--- config.mk ---
export PLATFORM = sky130hd
export DESIGN_NAME = mwc_decode
export DESIGN_NICKNAME = d
export VERILOG_FILES = /design/src/mwc_pkg.sv /design/src/mwc_decode.sv
export SDC_FILE = /design/constraint.sdc
export NUM_CORES = 1
export LEC_CHECK = 0
export BUFFER_PORTS_ARGS = -buffer_cell sky130_fd_sc_hd__buf_2
export CORE_AREA = 4 4 84 86
export DETAILED_ROUTE_END_ITERATION = 10
export DIE_AREA = 0 0 88 90
export MAX_ROUTING_LAYER = met4
export SLEW_MARGIN = 20
export SYNTH_ARGS = -nofsm -noshare
export SYNTH_HDL_FRONTEND = slang
export SYNTH_SLANG_ARGS = --single-unit
export TNS_END_PERCENT = 1
--- constraint.sdc ---
create_clock -name vclk -period 2.37
set_clock_uncertainty 0.1 [all_clocks]
set_input_delay 0.237 -clock vclk [all_inputs]
set_output_delay 0.237 -clock vclk [all_outputs]
set_load 0.02 [all_outputs]
--- src/mwc_pkg.sv ---
// Shared types and constants of the memory usage watermark counters.
package mwc_pkg;

  localparam int NumCategoriesDef = 14;
  localparam int NumHeapsDef      = 16;
  localparam int MaskBits         = 32;

  // compare widths wide enough for any legal parameter value
  localparam int LimitCmpW = 6;
  localparam int RowCmpW   = 7;

  typedef enum logic [1:0] {
    ReqAlloc   = 2'd0,
    ReqFree    = 2'd1,
    ReqReclass = 2'd2
  } req_type_e;

  typedef struct packed {
    logic [63:0] requested_bytes;
    logic [63:0] committed_bytes;
    logic [5:0]  type_index;
    logic [4:0]  heap_index;
  } event_t;

  typedef struct packed {
    logic [1:0] req_type;
    logic       handle_valid;
    logic [3:0] category;
    logic [3:0] new_category;
    event_t     ev;
    logic [4:0] read_row;
  } request_t;

  typedef struct packed {
    logic       accepted;
    logic       handle_valid_out;
    logic [3:0] handle_category_out;
  } verdict_t;

  typedef struct packed {
    logic [63:0] requested_live;
    logic [63:0] requested_peak;
    logic [63:0] committed_live;
    logic [63:0] committed_peak;
    logic [31:0] live_count;
    logic [31:0] peak_count;
    logic [31:0] type_mask;
    logic [31:0] heap_mask;
  } row_t;

endpackage

--- src/mwc_decode.sv ---
// Event decode: acceptance checks, record update and per-row add/sub strobes.
module mwc_decode #(
  parameter int NUM_CATEGORIES = mwc_pkg::NumCategoriesDef,
  parameter int NUM_HEAPS      = mwc_pkg::NumHeapsDef,
  localparam int NumRows       = NUM_CATEGORIES + NUM_HEAPS + 1
) (
  input  mwc_pkg::request_t req_i,
  output mwc_pkg::verdict_t verdict_o,
  output logic [NumRows-1:0] add_o,
  output logic [NumRows-1:0] sub_o
);

  logic cat_ok, ncat_ok, heap_ok;
  logic alloc_ok, free_ok, recl_ok;
  logic [mwc_pkg::RowCmpW-1:0] heap_row, total_row, cat_row, ncat_row;

  assign cat_ok  = {2'b0, req_i.category} < mwc_pkg::LimitCmpW'(NUM_CATEGORIES);
  assign ncat_ok = {2'b0, req_i.new_category} < mwc_pkg::LimitCmpW'(NUM_CATEGORIES);
  assign heap_ok = {1'b0, req_i.ev.heap_index} < mwc_pkg::LimitCmpW'(NUM_HEAPS);

  assign cat_row   = {3'b0, req_i.category};
  assign ncat_row  = {3'b0, req_i.new_category};
  assign heap_row  = mwc_pkg::RowCmpW'(NUM_CATEGORIES) + {2'b0, req_i.ev.heap_index};
  assign total_row = mwc_pkg::RowCmpW'(NUM_CATEGORIES + NUM_HEAPS);

  always_comb begin
    alloc_ok  = 1'b0;
    free_ok   = 1'b0;
    recl_ok   = 1'b0;
    verdict_o = '{accepted: 1'b0, handle_valid_out: req_i.handle_valid,
                  handle_category_out: req_i.category};
    case (req_i.req_type)
      mwc_pkg::ReqAlloc: begin
        alloc_ok = !req_i.handle_valid && cat_ok && heap_ok;
        if (alloc_ok) begin
          verdict_o.accepted         = 1'b1;
          verdict_o.handle_valid_out = 1'b1;
        end
      end
      mwc_pkg::ReqFree: begin
        // drop the record even when the free is not applied
        free_ok = req_i.handle_valid && cat_ok && heap_ok;
        verdict_o.accepted            = free_ok;
        verdict_o.handle_valid_out    = 1'b0;
        verdict_o.handle_category_out = '0;
      end
      mwc_pkg::ReqReclass: begin
        recl_ok = req_i.handle_valid && ncat_ok && cat_ok &&
                  (req_i.new_category != req_i.category);
        if (recl_ok) begin
          verdict_o.accepted            = 1'b1;
          verdict_o.handle_valid_out    = 1'b1;
          verdict_o.handle_category_out = req_i.new_category;
        end
      end
      default: ;
    endcase
  end

  for (genvar r = 0; r < NumRows; r++) begin : g_strobe
    logic is_cat, is_ncat, is_heap, is_total;
    assign is_cat   = mwc_pkg::RowCmpW'(r) == cat_row;
    assign is_ncat  = mwc_pkg::RowCmpW'(r) == ncat_row;
    assign is_heap  = mwc_pkg::RowCmpW'(r) == heap_row;
    assign is_total = mwc_pkg::RowCmpW'(r) == total_row;
    assign add_o[r] = (alloc_ok && (is_cat || is_heap || is_total)) || (recl_ok && is_ncat);
    assign sub_o[r] = (free_ok && (is_cat || is_heap || is_total)) || (recl_ok && is_cat);
  end

endmodule

Word-level counts from Yosys, hierarchy flattened
Index checks and enable logic that the tools add are counted.
{"block": "op_classes", "muxes": 7, "reduce_logical": 152, "magnitude_cmp": 3, "eq_ne": 62, "n_addsub": 1}
{"operator": "$logic_and A1 B1 Y1", "n": 99}
{"operator": "$eq A5 B6 Y1 const A", "n": 14}
{"operator": "$eq A4 B4 Y1 const A", "n": 16}
{"operator": "$eq A4 B6 Y1 const A", "n": 8}
{"operator": "$logic_or A1 B1 Y1", "n": 48}
{"operator": "$eq A3 B4 Y1 const A", "n": 8}
{"operator": "$eq A3 B6 Y1 const A", "n": 4}
{"operator": "$logic_not A7 Y1", "n": 3}
{"operator": "$eq A2 B4 Y1 const A", "n": 4}
{"operator": "$eq A2 B6 Y1 const A", "n": 2}
{"operator": "$eq A1 B4 Y1 const A", "n": 2}
{"operator": "$lt A4 B4 Y1 const B", "n": 2}
{"operator": "$pmux W4 S2", "n": 1}
{"operator": "$add A4 B5 Y6 const A", "n": 1}
{"operator": "$eq A1 B6 Y1 const A", "n": 1}
{"operator": "$mux W6", "n": 1}
{"operator": "$pmux W2 S3", "n": 1}
{"operator": "$lt A5 B5 Y1 const B", "n": 1}
{"operator": "$ne A4 B4 Y1", "n": 1}
{"operator": "$mux W1", "n": 3}
{"operator": "$eq A2 B1 Y1 const B", "n": 1}
{"operator": "$eq A2 B2 Y1 const B", "n": 1}
{"operator": "$logic_not A2 Y1", "n": 1}
{"operator": "$mux W2", "n": 1}
{"operator": "$logic_not A1 Y1", "n": 1}
{"block": "totals", "output_inout_bits": 68, "input_bits": 155, "wordCells": 225, "reg_bits": 0}

Depth between registers and ports, before layout
Gate-level depths: netlist of run 1.
{"block": "depth", "word_depth": 7, "depth_mapped": 8, "depth_no_buf": 7}

Least setup slack after synthesis of run 1
No wires, ideal clock.
{"block": "synth_timing", "kind": "input to output", "startpoint": "input port req_i[6] in the netlist's numbering", "endpoint": "output port sub_o[3]", "required_ns": 2.033, "stages": 6, "setup_slack_ns": 0.109, "arrival_time_ns": 1.924, "path_buffers": 1, "path_cell_list": "clkbuf_1 inv_1 ha_1 nor4_1 a21boi_0 o22ai_1"}
{"block": "synth_via", "elab_chain_cells": 5, "elab_cells_between_ends": 8, "classes_between": "add/sub: 1; order compare: 1; eq/ne: 1; mux: 1; reduce/logical: 4"}
{"element": "start, declared", "line": "mwc_decode.sv:7", "source": "input mwc_pkg::request_t req_i,"}
{"element": "$add A4 B5 Y6 or $lt A5 B5 Y1 (tied branches)", "line": "mwc_decode.sv:23, mwc_decode.sv:19"}
{"element": "$eq A2 B6 Y1 or $logic_and A1 B1 Y1 (tied branches)", "line": "mwc_decode.sv:64, mwc_decode.sv:42"}
{"element": "$logic_or A1 B1 Y1 or $mux W1 (tied branches)", "line": "mwc_decode.sv:67, mwc_decode.sv:32"}
{"element": "$logic_and A1 B1 Y1 *", "line": "mwc_decode.sv:67", "source": "assign sub_o[r] = (free_ok && (is_cat || is_heap || is_total)) || (recl_ok && is_cat);"}
{"element": "$logic_or A1 B1 Y1 *", "line": "mwc_decode.sv:67"}
{"element": "end, declared", "line": "mwc_decode.sv:10", "source": "output logic [NumRows-1:0] sub_o"}
Mark *: on every way between the ends. The rest lies on a longest branch, timed or not.

Worst setup path after layout of run 1
{"block": "layout_timing", "startpoint": "input port req_i[153] in the netlist's numbering", "endpoint": "output port add_o[14]"}
{"block": "layout_via", "elab_chain_cells": 4, "elab_cells_between_ends": 7, "classes_between": "eq/ne: 1; mux: 2; reduce/logical: 4"}
{"element": "$eq A2 B2 Y1 or $logic_not A2 Y1 (tied branches)", "line": "mwc_decode.sv:32", "source": "case (req_i.req_type)"}
{"element": "$mux W1", "line": "mwc_decode.sv:32"}
{"element": "$logic_and A1 B1 Y1", "line": "mwc_decode.sv:66", "source": "assign add_o[r] = (alloc_ok && (is_cat || is_heap || is_total)) || (recl_ok && is_ncat);"}
{"element": "$logic_or A1 B1 Y1 *", "line": "mwc_decode.sv:66"}
{"element": "end, declared", "line": "mwc_decode.sv:9", "source": "output logic [NumRows-1:0] add_o,"}
Marks and branches as above.

==> impl_metrics.yaml, run 1 <==
status:
  outcome: "finished, final reports clean"
global_route:
  grt-ovfl-total: 0
  grt.total_usage_pct: 13.2
  number_of_global_route_vias_before_repair: 1638
  grt_antenna_before_repair: 0
  largest_net_degree_at_the_start_of_global_routing: 19
  grt_first_pass_wirelength_mm: 8.63
place:
  gp_congestion: 1.01
  port_buffers: 84
  detailedPlace.worstSlack_ns: 0.221
  place.detailed.hpwl_mm: 4.44
  detailed_place.area_um2: 1750
worst_hold_path:
  holdPathEnd: "sub_o[8]"
  hold_path.startpoint: "req_i[149]"
  min_path_type: "input pin to output port"
  worst_hold_stages: 4
floorplan:
  rows: 29
  design.die.area_um2: 7920
  chipWidth_um: 88
  y_dimension_of_the_die_um: 90
  core_ar_um2: 6280
  top_level_ports: 223
  floorplan.initialDensity_pct: 20.3
sta:
  unrepaired_setup_endpoints_after_global_routing: "no"
  worst_slew_pin_slew_ns: 0.601
  setup_viol: 0
  sum_of_negative_setup_slack_ns: 0
  maxClockFrequency_ghz: 0.468
  worst_slew_margin_rel_pct: 60.0
  final_period_minus_worst_setup_slack_ns: 2.14
  min_period_over_period_pct: 90.2
  worst_setup_slack_final_ns: 0.231
  finalMaxSlewViolations: 0
  hold_viol: 0
setup_path:
  worst-endpoint-arrival_ns: 1.80
  worst_path_most_repeated_cell: "sky130_fd_sc_hd__buf_2"
  timing.critical_path.required_ns: 2.03
  path_class: "input pin to output port"
  crit_chain: "buf_2 > inv_1 > ha_1 > nand2b_1 > or3_1 > buf_4 > nor2_1 > buf_2"
  critical_path.startpoint_type: "input pin"
  worstSetupEndpointType: "output port"
  worst_path_max_delay_cell: "sky130_fd_sc_hd__or3_1"
  cp_max_fo: 17
  max_stage_delay_ns: 0.59
synthesis:
  post_synth_main_area_contributors: "sky130_fd_sc_hd__nor2_1 14%, sky130_fd_sc_hd__o32ai_1 6.9%, sky130_fd_sc_hd__nand2_1 6.2%"
  synth_nets: 368
  ys_warn_count: 0
  yosysSeqAreaShare_pct: 0
  post_synth_mux_area_share_pct: 1.57
  synth_top_area_share_pct: 13.5
  syn_area_um2: 1270
  synth_adder_area_share_pct: 4.91
  largest_family_of_logic_cells_by_synthesized_area: "simple AND/OR/NAND/NOR gates"
  synth-simple-area-share_pct: 50.9
  synthDistinctLibCells: 47
  synth.avg_cell_area_um2: 6.13
  synth_top_area_cell: "sky130_fd_sc_hd__nor2_1"
  synthCells: 208
  synth_compound_gate_area_share_pct: 26.3
  yosys.area_share.xor_xnor_pct: 4.81
cells_and_area:
  final_cell_area_um2: 1750
  antenna_cells: 0
  area.sequential_um2: 0
  final_nets: 443
  layout.sequential_cells: 0
  final_cell_mix: "84 x sky130_fd_sc_hd__buf_2, 46 x sky130_fd_sc_hd__nor2_1, 21 x sky130_fd_sc_hd__nand2_1"
  layout_commonest_cell: "sky130_fd_sc_hd__buf_2"
  combined_area_of_the_multi_input_logic_cells_um2: 1130
  clkbuf_count: 0
  areaGrowthSynthToFinish_pct: 36.9
  final.fill_count: 693
  layout-drive-gt1-share_pct: 38.8
clocking:
  post_cts_sizing: 0
  cts.hold.buffers_added: 0
  cts.repair_timing.setup_buffer_count: 0
detailed_routing:
  drt_first_pass_iters: 4
  dr_total_vias: 1806
  post_drt_via_cell_ratio: 5.04
  wl_per_cell_um: 15.3
  initialDrtViolationCount: 101
  ant_nets: 0
  post-route-drc-count: 0
  wirelength_mm: 5.47
power:
  static_leakage_power_nw: 0.856
  worst_ir_drop_vdd_mv: 0.0768
  totalPowerFinal_mw: 0.241
  power-per-cell-area_nw_per_um2: 138
job:
  timing.max_cap.violations: 0
==> how the worst max path moves through the flow <==
stage,from,slack (ns),endpoint,cells past startpoint
finish,req_i[153],0.23,add_o[14],8
global route,req_i[153],0.10,add_o[9],7
floorplan,req_i[6],0.11,sub_o[3],6
global placement,req_i[6],0.24,sub_o[2],7
CTS,req_i[153],0.22,add_o[14],8
detailed placement,req_i[153],0.22,add_o[14],8
==> per-stage QoR <==
| step | hold slack (ns) | util (%) | cells |
|---|---|---|---|
| 5_1_grt | 0.867 | 27.8 | 358 |
| 4_1_cts | 0.835 | 27.8 | 358 |
| 6_report | 0.830 | 27.8 | 358 |
| 3_5_place_dp | 0.831 | 27.8 | 358 |
| 3_3_place_gp | 0.825 | 27.8 | 358 |
| 2_1_floorplan | 0.585 | - | 208 |
==> area by class of cell <==
| type | instances | area share [%] |
|---|---|---|
| tap | 77 | 5.52 |
| timing repair buffer | 94 | 28.4 |
| multi-input combinational | 181 | 64.7 |
| inverter | 6 | 1.43 |
==> Yosys cell counts, drive strengths merged <==
cell type  number
nor2           46
nand2          22
buf            15
o32ai          11
nand2b          9
nand3           9
a21oi           7
nor2b           7
o22ai           7
a22oi           6
clkbuf          6
inv             6
xnor2           6
and3            5
ha              5
nor3            5
nor4            5
a31oi           4
a21boi          3
o21ai           3
or2             3
and2            2
mux2i           2
nand4           2
nor4b           2
or3             2
a32oi           1
and3b           1
and4            1
nor3b           1
o211a           1
o21a            1
o31ai           1
xor2            1
==> where the power goes <==
group	switching (mW)	internal [mW]
Sequential	0	0
Combinational	0.159	0.0825
Clock	0	0
==> layer usage <==
metal / share of wire, % / up-vias / GRT usage [%] / wire length (um)
li1: - / 887 / - / -
met5: 0 / - / - / 0
met4: 0.38 / 0 / 0.512 / 21
met1: 49 / 831 / 21.0 / 2690
met2: 43 / 86 / 19.2 / 2370
met3: 7.0 / 2 / 0.548 / 381
==> cell families after synthesis <==
group	after synthesis
buffers and inverters	27
XOR/XNOR	7
AND/OR/NAND/NOR	122
AO/OA/AOI/OAI	45
adder cells (fa/ha/maj)	5
multiplexers	2
==> critical path, delay by kind of cell <==
kind / cells / cell delay (ns)
adders and majority gates: 1 / 0.17
and+or+nand+nor: 3 / 0.77
buffers and inverters: 4 / 0.61
Power figures use the tool's default switching activity.
==> run 2, diff against run 1 <==
==> constraint.sdc (replaced) <==
create_clock -name vclk -period 2.3
set_clock_uncertainty 0.1 [all_clocks]
set_input_delay 0.23 -clock vclk [all_inputs]
set_output_delay 0.23 -clock vclk [all_outputs]
set_load 0.02 [all_outputs]
==> run 2 against run 1 <==
Compared with the run above: final cell count did not move; critical path depth did not move; total power rose by 2.7%; cell area did not move; global-route usage rose by 0.40 points; critical endpoint unchanged.
==> impl_metrics.yaml, run 2 (synthesized netlist as in run 1, its figures left out) <==
status:
  outcome: "finished, final reports clean"
floorplan:
  floorplan.initialDensity_pct: 20.3
  chipWidth_um: 88
  top_level_ports: 223
  design.die.area_um2: 7920
  core_ar_um2: 6280
  rows: 29
  y_dimension_of_the_die_um: 90
global_route:
  grt_antenna_before_repair: 0
  grt_first_pass_wirelength_mm: 8.88
  grt-ovfl-total: 0
  grt.total_usage_pct: 13.6
  number_of_global_route_vias_before_repair: 1717
  largest_net_degree_at_the_start_of_global_routing: 19
worst_hold_path:
  hold_path.startpoint: "req_i[152]"
  worst_hold_stages: 4
  min_path_type: "input pin to output port"
  holdPathEnd: "verdict_o[4]"
cells_and_area:
  layout.sequential_cells: 0
  final_cell_mix: "84 x sky130_fd_sc_hd__buf_2, 46 x sky130_fd_sc_hd__nor2_1, 21 x sky130_fd_sc_hd__nand2_1"
  layout.core_utilization_pct: 27.8
  clkbuf_count: 0
  final_nets: 443
  area.sequential_um2: 0
  areaGrowthSynthToFinish_pct: 36.9
  antenna_cells: 0
  layout_commonest_cell: "sky130_fd_sc_hd__buf_2"
  final_cell_area_um2: 1750
  layout-drive-gt1-share_pct: 38.8
detailed_routing:
  wirelength_mm: 5.44
  post-route-drc-count: 0
  wl_per_cell_um: 15.2
  dr_total_vias: 1785
  ant_nets: 0
  post_drt_via_cell_ratio: 4.99
  drt_first_pass_iters: 4
  initialDrtViolationCount: 106
sta:
  finalMaxSlewViolations: 0
  sum_of_negative_setup_slack_ns: 0
  unrepaired_setup_endpoints_after_global_routing: "no"
  worst_slew_margin_rel_pct: 56.9
  setup_viol: 0
  hold_ws_ns: 0.818
  maxClockFrequency_ghz: 0.462
  min_period_over_period_pct: 94.1
  final_period_minus_worst_setup_slack_ns: 2.17
  hold_viol: 0
  worst_slew_pin_slew_ns: 0.646
clocking:
  post_cts_sizing: 0
  cts.repair_timing.setup_buffer_count: 0
  cts.hold.buffers_added: 0
setup_path:
  worst-endpoint-arrival_ns: 1.84
  timing.critical_path.required_ns: 1.97
  path_class: "input pin to output port"
  worstSetupEndpointType: "output port"
  cp_max_fo: 17
  critical_path.startpoint_type: "input pin"
place:
  gp_congestion: 1.02
  place.detailed.hpwl_mm: 4.51
  detailed_place.area_um2: 1750
  port_buffers: 84
power:
  totalPowerFinal_mw: 0.248
  worst_ir_drop_vdd_mv: 0.0700
  static_leakage_power_nw: 0.856
  power-per-cell-area_nw_per_um2: 142
job:
  timing.max_cap.violations: 0
==> run 2: cell counts in the layout (fill, tap and decap cells not counted) <==
Identical to the previous run, type by type.
==> run 2: routing by layer <==
layer	track usage [%]	vias up	routed length, um
met5	-	-	0
met4	0.767	0	44
met3	1.19	6	434
met2	20.3	95	2380
met1	20.7	803	2590
li1	-	881	-
==> run 2: worst max-delay path, stage by stage <==
cell and delay, ns:
sky130_fd_sc_hd__buf_2 0.12, sky130_fd_sc_hd__inv_1 0.07, sky130_fd_sc_hd__ha_1 0.18, sky130_fd_sc_hd__nand2b_1 0.09
sky130_fd_sc_hd__or3_1 0.60, sky130_fd_sc_hd__buf_4 0.27, sky130_fd_sc_hd__nor2_1 0.10, sky130_fd_sc_hd__buf_2 0.17
==> run 2: through the flow <==
stage                     instances  setup slack (ns)
after global placement          358             0.197
after CTS                       358             0.135
after floorplan                 208            0.0531
after global routing            358            0.0251
after detailed placement        358             0.139
final                           358             0.135
==> run 2: area by class of cell <==
| type | count | area [um^2] |
|---|---|---|
| fill | 717 | 4530 |
| multi-input combinational | 181 | 1130 |
| timing repair buffer | 94 | 495 |
| tap | 77 | 96.3 |
| inverter | 6 | 25.0 |
==> run 2: worst max-delay path by stage <==
stage | to | depth (start not counted) | slack (ns) | start
floorplan | sub_o[3] | 6 | 0.05 | req_i[6]
global placement | add_o[14] | 8 | 0.20 | req_i[153]
detailed placement | add_o[14] | 8 | 0.14 | req_i[153]
finish | add_o[14] | 8 | 0.13 | req_i[153]
global route | add_o[14] | 8 | 0.03 | req_i[153]
CTS | add_o[14] | 8 | 0.14 | req_i[153]
==> run 2: where the power goes <==
group | switching, mW | internal [mW] | total [mW]
clock network | 0 | 0 | 0
registers | 0 | 0 | 0
logic | 0.163 | 0.0849 | 0.248
total | 0.163 | 0.0849 | 0.248
